--- src/sv/sicxe_pkg.sv ---
package sicxe_pkg;

  // Opcodes that need their own handling
  localparam logic [7:0] OP_LDB    = 8'h68;
  localparam logic [7:0] OP_RSUB   = 8'h4C;

  // Format 1 opcodes
  localparam logic [7:0] OP_FIX    = 8'hC4;
  localparam logic [7:0] OP_FLOAT  = 8'hC0;
  localparam logic [7:0] OP_HIO    = 8'hF4;
  localparam logic [7:0] OP_NORM   = 8'hC8;
  localparam logic [7:0] OP_SIO    = 8'hF0;
  localparam logic [7:0] OP_TIO    = 8'hF8;

  // Format 2 opcodes
  localparam logic [7:0] OP_ADDR   = 8'h90;
  localparam logic [7:0] OP_SUBR   = 8'h94;
  localparam logic [7:0] OP_MULR   = 8'h98;
  localparam logic [7:0] OP_COMPR  = 8'hA0;
  localparam logic [7:0] OP_SHIFTL = 8'hA4;
  localparam logic [7:0] OP_SHIFTR = 8'hA8;
  localparam logic [7:0] OP_RMO    = 8'hAC;
  localparam logic [7:0] OP_SVC    = 8'hB0;
  localparam logic [7:0] OP_CLEAR  = 8'hB4;
  localparam logic [7:0] OP_TIXR   = 8'hB8;

  // Format codes, equal to instruction length in bytes
  localparam logic [2:0] FMT_1 = 3'd1;
  localparam logic [2:0] FMT_2 = 3'd2;
  localparam logic [2:0] FMT_3 = 3'd3;
  localparam logic [2:0] FMT_4 = 3'd4;

  // Field widths
  localparam int DISP3_WIDTH = 12;   // format 3 displacement, range 4096
  localparam int FIELD_WIDTH = 20;   // address-sized output fields
  localparam logic [2:0] PC_STEP = 3'd3;

  typedef struct packed {
    logic [7:0] first_byte;
    logic [7:0] second_byte;
    logic [7:0] third_byte;
    logic [7:0] fourth_byte;
    logic       restart;
  } in_item_t;

  typedef struct packed {
    logic [19:0] location;
    logic [2:0]  format;
    logic [7:0]  opcode;
    logic [5:0]  mode_bits;
    logic [19:0] displacement;
    logic [19:0] target_address;
    logic        target_valid;
    logic [3:0]  reg_first;
    logic [3:0]  reg_second;
    logic        two_registers;
    logic        no_operand;
    logic        sets_base;
  } out_item_t;

endpackage

--- src/sv/sicxe_decode.sv ---
module sicxe_decode #(
  parameter int ADDR_WIDTH = 20
) (
  input  sicxe_pkg::in_item_t  item,
  input  logic [19:0]          start_address,
  input  logic [ADDR_WIDTH-1:0] loc_cur,
  input  logic [ADDR_WIDTH-1:0] base_cur,
  output sicxe_pkg::out_item_t result,
  output logic [ADDR_WIDTH-1:0] loc_nxt,
  output logic [ADDR_WIDTH-1:0] base_nxt
);

  logic [ADDR_WIDTH-1:0] loc;
  logic [ADDR_WIDTH-1:0] base;
  logic [ADDR_WIDTH-1:0] target;
  logic [ADDR_WIDTH-1:0] sdisp;
  logic [2:0]            fmt;
  logic [7:0]            b0;
  logic [7:0]            b1;
  logic                  n_bit;
  logic                  i_bit;
  logic                  b_bit;
  logic                  p_bit;
  logic [19:0]           disp;

  assign b0    = item.first_byte;
  assign b1    = item.second_byte;
  assign n_bit = b0[1];
  assign i_bit = b0[0];
  assign b_bit = b1[6];
  assign p_bit = b1[5];

  // Restart reloads the counter and clears base before this instruction
  assign loc  = item.restart ? ADDR_WIDTH'(start_address) : loc_cur;
  assign base = item.restart ? '0 : base_cur;

  // Format from the opcode byte, e bit picks 4 over 3
  always_comb begin
    case (b0) inside
      sicxe_pkg::OP_FIX, sicxe_pkg::OP_FLOAT, sicxe_pkg::OP_HIO,
      sicxe_pkg::OP_NORM, sicxe_pkg::OP_SIO, sicxe_pkg::OP_TIO: begin
        fmt = sicxe_pkg::FMT_1;
      end
      sicxe_pkg::OP_ADDR, sicxe_pkg::OP_SUBR, sicxe_pkg::OP_MULR,
      sicxe_pkg::OP_COMPR, sicxe_pkg::OP_SHIFTL, sicxe_pkg::OP_SHIFTR,
      sicxe_pkg::OP_RMO, sicxe_pkg::OP_SVC, sicxe_pkg::OP_CLEAR,
      sicxe_pkg::OP_TIXR: begin
        fmt = sicxe_pkg::FMT_2;
      end
      default: begin
        fmt = b1[4] ? sicxe_pkg::FMT_4 : sicxe_pkg::FMT_3;
      end
    endcase
  end

  // Displacement: 12 bits in format 3, full 20-bit address in format 4
  assign disp = (fmt == sicxe_pkg::FMT_4) ? {b1[3:0], item.third_byte, item.fourth_byte}
                                          : {8'd0, b1[3:0], item.third_byte};

  // PC-relative offset, sign extended from 12 bits
  assign sdisp = {{(ADDR_WIDTH - sicxe_pkg::DISP3_WIDTH){disp[sicxe_pkg::DISP3_WIDTH-1]}},
                  disp[sicxe_pkg::DISP3_WIDTH-1:0]};

  // Target address: format 4 and SIC form are direct; base-relative wins over PC-relative
  always_comb begin
    if (fmt == sicxe_pkg::FMT_4) begin
      target = ADDR_WIDTH'(disp);
    end else if (!(n_bit || i_bit)) begin
      target = ADDR_WIDTH'(disp);
    end else if (b_bit) begin
      target = base + ADDR_WIDTH'(disp);
    end else if (p_bit) begin
      target = loc + ADDR_WIDTH'(sicxe_pkg::PC_STEP) + sdisp;
    end else begin
      target = ADDR_WIDTH'(disp);
    end
  end

  // Result fields
  always_comb begin
    result                = '0;
    result.location       = sicxe_pkg::FIELD_WIDTH'(loc);
    result.format         = fmt;
    result.opcode         = b0;
    base_nxt              = base;
    case (fmt)
      sicxe_pkg::FMT_1: begin
        result.no_operand = 1'b1;
      end
      sicxe_pkg::FMT_2: begin
        result.reg_first = b1[7:4];
        if (b0 != sicxe_pkg::OP_CLEAR && b0 != sicxe_pkg::OP_TIXR) begin
          result.reg_second    = b1[3:0];
          result.two_registers = 1'b1;
        end
      end
      sicxe_pkg::FMT_3, sicxe_pkg::FMT_4: begin
        result.opcode         = {b0[7:2], 2'b00};
        result.mode_bits      = {b0[1:0], b1[7:4]};
        result.displacement   = disp;
        result.target_address = sicxe_pkg::FIELD_WIDTH'(target);
        result.target_valid   = 1'b1;
        if ({b0[7:2], 2'b00} == sicxe_pkg::OP_LDB) begin
          result.sets_base = 1'b1;
          base_nxt         = target;
        end
        if ({b0[7:2], 2'b00} == sicxe_pkg::OP_RSUB) begin
          result.no_operand = 1'b1;
        end
      end
      default: begin
        result.no_operand = 1'b0;
      end
    endcase
  end

  // Location counter advances by the instruction length
  assign loc_nxt = loc + ADDR_WIDTH'(fmt);

endmodule

--- src/sv/sic_xe_instruction_decoder_top.sv ---
// Channel  Direction  Handshake          Payload
// in_      input      in_valid/in_stall  sicxe_pkg::in_item_t   (four code bytes, restart)
// out_     output     out_valid/out_stall sicxe_pkg::out_item_t (decoded instruction)
// cfg_     input      cfg_we             cfg_wdata: start_address, 20 bits
//
// One transaction per cycle sustained while out_stall is low; out_valid rises once the
// accepted input has passed the input register, decode and result register.
// The location counter and base register update as a transaction moves from the
// input register into the result register, so the next one sees them at once.
// Synchronous active-low reset clears both, start_address and the valid flags.
// out_stall holds the result register; the input register keeps accepting until
// both stages are full, then in_stall rises.
module sic_xe_instruction_decoder_top #(
  parameter int ADDR_WIDTH = 20
) (
  input  logic                 clk,
  input  logic                 rst_n,
  input  logic                 in_valid,
  output logic                 in_stall,
  input  sicxe_pkg::in_item_t  in_data,
  output logic                 out_valid,
  input  logic                 out_stall,
  output sicxe_pkg::out_item_t out_data,
  input  logic                 cfg_we,
  input  logic [19:0]          cfg_wdata
);

  logic                  in_vld_r;
  sicxe_pkg::in_item_t   in_item_r;
  logic                  out_vld_r;
  sicxe_pkg::out_item_t  out_item_r;
  logic [19:0]           start_r;
  logic [ADDR_WIDTH-1:0] loc_r;
  logic [ADDR_WIDTH-1:0] base_r;
  logic [ADDR_WIDTH-1:0] loc_nxt;
  logic [ADDR_WIDTH-1:0] base_nxt;
  sicxe_pkg::out_item_t  result;
  logic                  advance;
  logic                  in_take;

  // Pipeline flow control
  assign advance  = in_vld_r && (!out_vld_r || !out_stall);
  assign in_stall = in_vld_r && !advance;
  assign in_take  = in_valid && !in_stall;

  sicxe_decode #(
    .ADDR_WIDTH(ADDR_WIDTH)
  ) u_decode (
    .item         (in_item_r),
    .start_address(start_r),
    .loc_cur      (loc_r),
    .base_cur     (base_r),
    .result       (result),
    .loc_nxt      (loc_nxt),
    .base_nxt     (base_nxt)
  );

  // Control state and architectural registers
  always_ff @(posedge clk) begin
    if (!rst_n) begin
      in_vld_r  <= 1'b0;
      out_vld_r <= 1'b0;
      start_r   <= '0;
      loc_r     <= '0;
      base_r    <= '0;
    end else begin
      if (cfg_we) begin
        start_r <= cfg_wdata;
      end
      if (in_take) begin
        in_vld_r <= 1'b1;
      end else if (advance) begin
        in_vld_r <= 1'b0;
      end
      if (advance) begin
        out_vld_r <= 1'b1;
        loc_r     <= loc_nxt;
        base_r    <= base_nxt;
      end else if (!out_stall) begin
        out_vld_r <= 1'b0;
      end
    end
  end

  // Payload registers
  always_ff @(posedge clk) begin
    if (in_take) begin
      in_item_r <= in_data;
    end
    if (advance) begin
      out_item_r <= result;
    end
  end

  assign out_valid = out_vld_r;
  assign out_data  = out_item_r;

endmodule
--- config.mk ---
export PLATFORM = sky130hd
export DESIGN_NAME = sic_xe_instruction_decoder_top
export DESIGN_NICKNAME = d
export VERILOG_FILES = /design/src/sv/sicxe_pkg.sv /design/src/sv/sicxe_decode.sv /design/src/sv/sic_xe_instruction_decoder_top.sv
export SDC_FILE = /design/constraint.sdc
export NUM_CORES = 1
export LEC_CHECK = 0
export ABC_AREA = 0
export BUFFER_PORTS_ARGS = -buffer_cell sky130_fd_sc_hd__buf_2
export CORE_AREA = 10 10 139 141
export DETAILED_ROUTE_END_ITERATION = 12
export DIE_AREA = 0 0 149 151
export PLACE_DENSITY_LB_ADDON = 0.25
export RECOVER_POWER = 100
export SLEW_MARGIN = 20
export SYNTH_ARGS = -nofsm -noshare
export SYNTH_HDL_FRONTEND = slang
export SYNTH_SLANG_ARGS = --single-unit
--- constraint.sdc ---
create_clock -name clk -period 7.9 [get_ports clk]
set_input_delay 1.185 -clock clk [delete_from_list [all_inputs] [get_ports clk]]
set_output_delay 1.185 -clock clk [all_outputs]
set_load 0.02 [all_outputs]
==> summary.md, run 1 <==
| Metric | Value |
|---|---|
| Dpl cells | `approximately 1300` |
| Setup TNS | `0 ps` |
| Clock Pin Slew Worst Setup and Hold Paths | `around 80 ps` |
| Initial antenna violation count | `0` |
| Crit-path cells | `or4b_1 > o31ai_1 > nor2_1 > buf_4 > mux2i_1 > inv_1 > ha_1 > fa_1 > a21o_1 > nor4_1 > nor3_1 > a221oi_1 > a211oi_1 > nor2_1 > nor3_1 > a2111oi_0 > a311oi_1` |
| CP endpoint kind | `flop` |
| Total GRT Usage | `between 20% and 30%` |
| Commonest non-fill, non-tap cells in the layout | `edfxtp_1 (122), nor2_1 (113), clkbuf_1 (100), nand2_1 (87), a21oi_1 (70)` |
| Synth async-reset ratio | `0%` |
| Adder-Cell Fraction of Synth Area | `~6.3%` |
| # fillers | `roughly 1300` |
| Vias in the first global route | `around 8100` |
| Standard-cell rows | `between 40 and 50` |
| Internal Power | `approximately 1.7 mW` |
| Clk_lat worst skew | `approximately 440 ps` |
| Switching power | `~0.67 mW` |
| HPWL Detailed | `between 15000 and 20000 um` |
| Syn Area/Cell | `about 10 um2` |
| Synthesis-to-layout area growth | `13.2%` |
| Final Hold Viols | `0` |
| Post-synthesis sequential area ratio | `between 40% and 50%` |
| CP arrival | `roughly 6500 ps` |
| Die Ht | `151 um` |
| Initial Util | `between 60 and 70%` |
| Status | `complete, but fails checks` |
| CP max stage cell | `o31ai_1` |
| Compound-Gate Fraction of Synth Area | `approximately 15%` |
| Critical path's largest stage delay | `approximately 920 ps` |
| Vias per cell | `approximately 6` |
| Leakage | `approximately 4.6 nW` |
| Clk pwr share | `between 30% and 40%` |
| Routability cong. | `0.945` |
| Max-cap violations | `6` |
| Minimum clock period | `6300 ps` |
| Total Wirelength | `approximately 27000 um` |
| Ports | `approximately 150` |
| Hold Crit Class | `reg2reg` |
| YS warnings | `0` |
| Post-DRT Antenna Nets | `0` |
| Antenna cells | `0` |
| Initial DRC count | `750` |
| Simple-gate share of the synthesized area | `around 17%` |
| CP max FO | `14` |
| Post-Synthesis Cells | `~1000` |
| DR pass1 iterations | `5` |
| Violated checks | `capacitance limit, slew limit` |
| Post-synth EDFFs | `around 120` |
| Pin count of the biggest net entering global routing | `between 70 and 80` |
| DIE WIDTH | `149 um` |
| Net Sw Frac | `between 20% and 30%` |
| Yosys reg bits | `roughly 180` |
| Crit Path Class | `reg2reg` |
| VDD IR-drop max | `159 uV` |
| Core area | `0.0165 mm2` |
| Drt drc | `0` |
| CTS tree | `built` |
| Most common cell after layout, fill and taps aside | `edfxtp_1` |
| Flop pwr share | `47.3%` |
| Logic pwr share | `~15%` |
| First-pass GRT wire length | `roughly 43000 um` |
| GRT overflow | `0` |
| Final nets | `around 1300` |
| Clk root buf | `clkbuf_16` |
| Library cells used by synthesis | `81` |
| Port Buffers | `148` |
| Slew @ Worst Pin | `~2900 ps` |
| Die ar. | `0.0225 mm2` |
| Post-synthesis xor/xnor area fraction | `around 3.9%` |
| Hold Buf Count CTS | `0` |
| Slew Limit Headroom | `-94.3%` |
| Final Cycle Share | `79.8%` |
| Layout cells sized above 1 | `under 10%` |
| Clock skew | `roughly 12 ps` |
| Post-CTS Setup Repair Bufs | `0` |
| Pre-CTS setup slack | `roughly 2400 ps` |
| CTS Buf Count | `17` |
| Clock Tree Buf Depth | `2` |
| Largest family of logic cells by synthesized area | `simple AND/OR/NAND/NOR gates` |
| Pins Over Slew Limit | `approximately 250` |
| Worst EP required | `about 8100 ps` |
| Pwr/cell area | `~200 mW/mm2` |
| Sink Count | `around 180` |
| Routed vias | `between 8000 and 9000` |
| # setup viols final | `0` |
| Mapped Area | `about 0.010 mm2` |
| Post-Layout Cell Count | `1378` |
| Fmax | `about 160 MHz` |
| Mux share of post-synthesis cell area | `5.57%` |
| Top_reg_cell synth | `edfxtp_1` |
| RSZ-0062 raised after global routing | `false` |
| CTS H-tree lvls | `4` |
| Post-CTS Resized | `0` |
| Tot Pwr | `around 2.3 mW` |
| Final WS setup | `~1600 ps` |
| Mean routed wirelength per cell | `between 15 and 20 um` |
| CP Launch Type | `flop` |
## worst paths after layout
path                 start    endpoint  slack, ps  cells past startpoint
min               loc_r[6]    loc_r[6]        450                      2
min reg2reg       loc_r[6]    loc_r[6]        450                      2
max          in_item_r[31]  base_r[18]       1600                     17
max reg2reg  in_item_r[31]  base_r[18]       1600                     17
## synthesized netlist by cell type (3+ instances only)
| library cell | n | area (um2) |
|---|---|---|
| o31ai_1 | 8 | 60.1 |
| o21ai_1 | 4 | 20.0 |
| o211ai_1 | 5 | 37.5 |
| ha_1 | 46 | 576 |
| clkbuf_1 | 40 | 150 |
| a31oi_1 | 8 | 50.1 |
| dfxtp_1 | 62 | 1240 |
| a211oi_1 | 8 | 60.1 |
| nand3b_1 | 3 | 22.5 |
| or3_1 | 10 | 62.6 |
| nand2_1 | 87 | 327 |
| nor4_1 | 4 | 25.0 |
| nor2b_1 | 21 | 131 |
| buf_2 | 3 | 15.0 |
| and2_1 | 17 | 106 |
| o22ai_1 | 5 | 31.3 |
| nor3_1 | 19 | 95.1 |
| o21a_1 | 4 | 30.0 |
| fa_1 | 3 | 60.1 |
| a31o_2 | 3 | 26.3 |
| xnor2_1 | 39 | 342 |
| mux2_2 | 8 | 90.1 |
| mux2i_1 | 46 | 460 |
| nand3_1 | 25 | 125 |
| a21boi_0 | 4 | 30.0 |
| a22oi_1 | 6 | 45.0 |
| xor2_1 | 6 | 52.6 |
| a21oi_1 | 70 | 350 |
| a21o_1 | 12 | 90.1 |
| nand4_1 | 9 | 56.3 |
| nor2_1 | 112 | 420 |
| o21bai_1 | 6 | 45.0 |
| buf_1 | 4 | 15.0 |
| and3_1 | 28 | 175 |
| nand2b_1 | 8 | 50.1 |
| o21ai_0 | 44 | 220 |
| a2bb2oi_1 | 3 | 26.3 |
| inv_1 | 51 | 191 |
| edfxtp_1 | 122 | 3660 |
## per-layer routing
layer  part of all wire (%)  vias to the layer above  global-route usage [%]
met5                      0                        -                       0
met2                     46                      391                    38.3
li1                       -                     3918                       -
met3                    8.6                       76                    6.12
met1                     41                     3842                    30.5
met4                    4.2                        0                    11.6
## stage by stage
stage | cell area, um2 | utilization, % | hold slack (ps)
after floorplan | 10100 | - | 424
after global placement | 11000 | 67.1 | 438
after detailed placement | 11000 | 67.1 | 446
after CTS | 11600 | 70.8 | 456
after global routing | 11500 | 69.6 | 476
final | 11500 | 69.6 | 455
## kinds of logic (layout without fill, tap and decap cells)
logic type,count (synthesis),in the layout
muxes,55,55
and+or+nand+nor,360,360
DFF,184,184
adders and majority gates,49,49
AOI/OAI and AO/OA,220,220
xor gates and xnor gates,45,45
other,1,2
buffers and inverters,101,243
## critical path, delay by kind of cell (launching register included)
kind | cells | cell delay (ps)
multiplexers | 1 | 400
AND/OR/NAND/NOR | 6 | 1620
AO/OA/AOI/OAI | 6 | 2560
buffers and inverters | 2 | 370
flip-flops | 1 | 450
adder cells (fa/ha/maj) | 2 | 660
## registers in the layout, indices dropped and copies added (netlist names)
register,flops
out_data,89
in_item_r,33
base_r,20
loc_r,20
start_r,20
in_vld_r,1
out_valid,1
## cell type report
| class | instances | area [um2] | area share (%) |
|---|---|---|---|
| well taps | 220 | 275 | 2.40 |
| clock buffers | 19 | 453 | 3.95 |
| flip-flops and latches | 184 | 4900 | 42.8 |
| inverters | 53 | 200 | 1.75 |
| repair buffers | 158 | 678 | 5.91 |
| clock inverters | 13 | 155 | 1.35 |
| multi-input cells | 731 | 4800 | 41.9 |
## power by group through the flow
stage                     Sequential, mW  Clock [mW]  Combinational (mW)
after floorplan                     1.15           0               0.230
after global placement              1.13           0               0.361
after detailed placement            1.13           0               0.366
after CTS                           1.11       0.877               0.369
after global routing                1.11       0.916               0.400
final                               1.11       0.875               0.362
Note: power is estimated with default switching activity, not from simulation.
==> run 2, diff against run 1 <==
- CORE_AREA: 10 10 139 141 -> 10 10 151 153
- DIE_AREA: 0 0 149 151 -> 0 0 161 163
- clock period: 7.9 -> 5.7 ns (I/O delays scaled with it)
==> run 2 against run 1 <==
Net effect:
- the run still ends with capacitance limit, slew limit left
- register-to-register slack got worse by 1200 ps
- via count down 1.4%
- combinational power rose by 41%
- final area is 1.4% higher
- highest routed layer unchanged
==> summary.md, run 2 (synthesis gave the netlist of run 1 again) <==
| Metric | Value |
|---|---|
| Status | `complete, but fails checks (unchanged)` |
| Violated checks | `capacitance limit, slew limit (unchanged)` |
| Max-cap violations | `4 (was 6)` |
| DIE WIDTH | `161 um (was 149 um)` |
| Final Cycle Share | `92.8% (was 79.8%)` |
| Clk_lat worst skew | `440 ps (about the same)` |
| CTS tree | `built (unchanged)` |
| CP Launch Type | `flop (unchanged)` |
| Reg2reg end | `base_r[18] (unchanged)` |
| CP max stage cell | `or4b_1 (was o31ai_1)` |
| Critical path's largest stage delay | `720 ps (was 920 ps)` |
| Clock skew | `11.9 ps (was 11.7 ps)` |
| Hold Crit Depth | `2 (unchanged)` |
| First-pass GRT wire length | `44000 um (was 43000 um)` |
| Vias per cell | `5.65 (was 5.97)` |
| Most common cell after layout, fill and taps aside | `edfxtp_1 (unchanged)` |
| Standard-cell rows | `52 (was 47)` |
| Clock Pin Slew Worst Setup and Hold Paths | `80 ps (about the same)` |
| HPWL Detailed | `20500 um (was 19900 um)` |
| # fillers | `1817 (was 1343)` |
| Clock Tree Buf Depth | `2 (unchanged)` |
| Final nets | `1258 (was 1252)` |
| Total Wirelength | `28000 um (was 27300 um)` |
| Sink Count | `184 (unchanged)` |
| Register-to-Register Path Depth | `16 (was 17)` |
| Dpl cells | `1402 (was 1346)` |
| Slew Limit Headroom | `-105% (was -94.3%)` |
| Leakage | `4.66 nW (was 4.60 nW)` |
| Total GRT Usage | `21.3% (was 24.2%)` |
| Minimum clock period | `5290 ps (was 6300 ps)` |
| CP max FO | `9 (was 14)` |
| CTS H-tree lvls | `4 (unchanged)` |
| Core area | `0.0199 mm2 (was 0.0165 mm2)` |
| Pins Over Slew Limit | `172 (was 254)` |
| VDD IR-drop max | `187 uV (was 159 uV)` |
| Post-DRT Antenna Nets | `0 (unchanged)` |
| CP endpoint kind | `flop (unchanged)` |
| R2r setup slk | `410 ps (was 1600 ps)` |
| Post-CTS Setup Repair Bufs | `0 (unchanged)` |
| Hold Crit Start | `loc_r[10] (was loc_r[6])` |
| Hold path endpoint | `loc_r[10] (was loc_r[6])` |
| Hold Crit Class | `reg2reg (unchanged)` |
| Routability cong. | `0.940 (was 0.945)` |
| GRT overflow | `0 (unchanged)` |
| Fmax | `189 MHz (was 159 MHz)` |
| Antenna cells | `0 (unchanged)` |
| WHS | `451 ps (was 455 ps)` |
| Crit-path cells | `or4b_1 > o31ai_4 > nor2_4 > mux2i_1 > inv_1 > ha_1 > fa_1 > a21o_1 > nor4_1 > nor3_1 > a221oi_1 > a211oi_1 > nor2_2 > nor3_1 > a2111oi_2 > a311oi_1 (was or4b_1 > o31ai_1 > nor2_1 > buf_4 > mux2i_1 > inv_1 > ha_1 > fa_1 > a21o_1 > nor4_1 > nor3_1 > a221oi_1 > a211oi_1 > nor2_1 > nor3_1 > a2111oi_0 > a311oi_1)` |
| Launch point of the worst reg-to-reg path | `in_item_r[31] (unchanged)` |
| RSZ-0062 raised after global routing | `false (unchanged)` |
| # setup viols final | `0 (unchanged)` |
| Die ar. | `0.0262 mm2 (was 0.0225 mm2)` |
| Synthesis-to-layout area growth | `14.8% (was 13.2%)` |
| Setup TNS | `0 ps (unchanged)` |
| Slew @ Worst Pin | `3060 ps (was 2900 ps)` |
| Final Hold Viols | `0 (unchanged)` |
| Layout cells sized above 1 | `11.1% (was 9.76%)` |
| Clk root buf | `clkbuf_16 (unchanged)` |
| Post-Layout Cell Count | `1434 (was 1378)` |
| Commonest non-fill, non-tap cells in the layout | `edfxtp_1 (122), nor2_1 (111), clkbuf_1 (98), nand2_1 (87), a21oi_1 (70) (was edfxtp_1 (122), nor2_1 (113), clkbuf_1 (100), nand2_1 (87), a21oi_1 (70))` |
| Routed vias | `8109 (was 8227)` |
| Most frequent cell on the critical path | `nor3_1` |
| Ports | `149 (unchanged)` |
| Critical path buffers and inverters | `1 (was 2)` |
| Flip-flop count of the largest register after layout | `89 (unchanged)` |
| Mean routed wirelength per cell | `19.5 um (was 19.8 um)` |
| Port Buffers | `148 (unchanged)` |
| Worst EP required | `5880 ps (was 8120 ps)` |
| DR pass1 iterations | `6 (was 5)` |
| Pwr/cell area | `281 mW/mm2 (was 205 mW/mm2)` |
| CP arrival | `5470 ps (was 6520 ps)` |
| Vias in the first global route | `7875 (was 8052)` |
| Initial Util | `50.9% (was 61.5%)` |
| Initial antenna violation count | `0 (unchanged)` |
| CTS Buf Count | `17 (unchanged)` |
| Die Ht | `163 um (was 151 um)` |
| Multi-input logic area | `0.00485 mm2 (was 0.00480 mm2)` |
| Register area | `0.00490 mm2 (unchanged)` |
| Crit Path Class | `reg2reg (unchanged)` |
| Initial DRC count | `615 (was 750)` |
| Crit path max-delay family | `compound AO/OA/AOI/OAI gates (unchanged)` |
| Pin count of the biggest net entering global routing | `61 (was 72)` |
| Drt drc | `0 (unchanged)` |
==> run 2: cell count changes in the layout (fill, tap and decap cells not counted), moves of 3 or more <==
cell and delta:
buf_4 +6, clkinv_8 +4, inv_8 -4, inv_6 +3
==> run 2: cell type report <==
cell class / count / share of cell area (%)
clock buffers: 17 / 3.66
inverters: 53 / 1.72
clock inverters: 15 / 1.60
multi-input cells: 731 / 41.7
repair buffers: 164 / 6.24
well taps: 270 / 2.90
flip-flops and latches: 184 / 42.2
==> run 2: how the worst max path moves through the flow <==
stage | from | end | slack, ps | cells past startpoint
floorplan | in_item_r[31] | out_data[29] | 810 | 19
detailed placement | in_item_r[30] | out_data[29] | 120 | 16
global route | in_item_r[31] | base_r[18] | 40 | 16
global placement | in_item_r[30] | out_data[29] | 250 | 16
finish | in_item_r[31] | base_r[18] | 410 | 16
CTS | in_item_r[30] | out_data[29] | 50 | 16
==> run 2: timing repair <==
action,CTS,global route
resized for setup,0,4
endpoints found under the setup margin,0,10
hold buffers,0,0
hold endpoints to repair,0,0
==> run 2: tightest hold or removal path, cell delays in order (launching register included) <==
cell and delay [ps]:
dfxtp_1 310, nand2_1 50, a21oi_1 50
==> run 2: report_power, final <==
part	internal [mW]	switching [mW]	total, mW
registers	1.50	0.0377	1.54
logic	0.178	0.334	0.511
clock network	0.630	0.586	1.22
total	2.31	0.957	3.26
==> run 2: per-stage QoR <==
stage,area (um2),setup WS (ps),total power [mW],utilization [%]
2_1_floorplan,10100,806,1.91,-
3_3_place_gp,11200,249,2.08,56.0
3_5_place_dp,11200,120,2.08,56.0
4_1_cts,11800,53.9,3.28,59.1
5_1_grt,11600,44.1,3.40,58.4
6_report,11600,412,3.26,58.4
==> run 2: metal layers <==
| metal | GRT usage [%] | share of wire [%] |
|---|---|---|
| met1 | 28.2 | 44 |
| met2 | 34.2 | 47 |
| met3 | 4.45 | 7.4 |
| met4 | 6.74 | 2.1 |
| met5 | 0 | 0 |
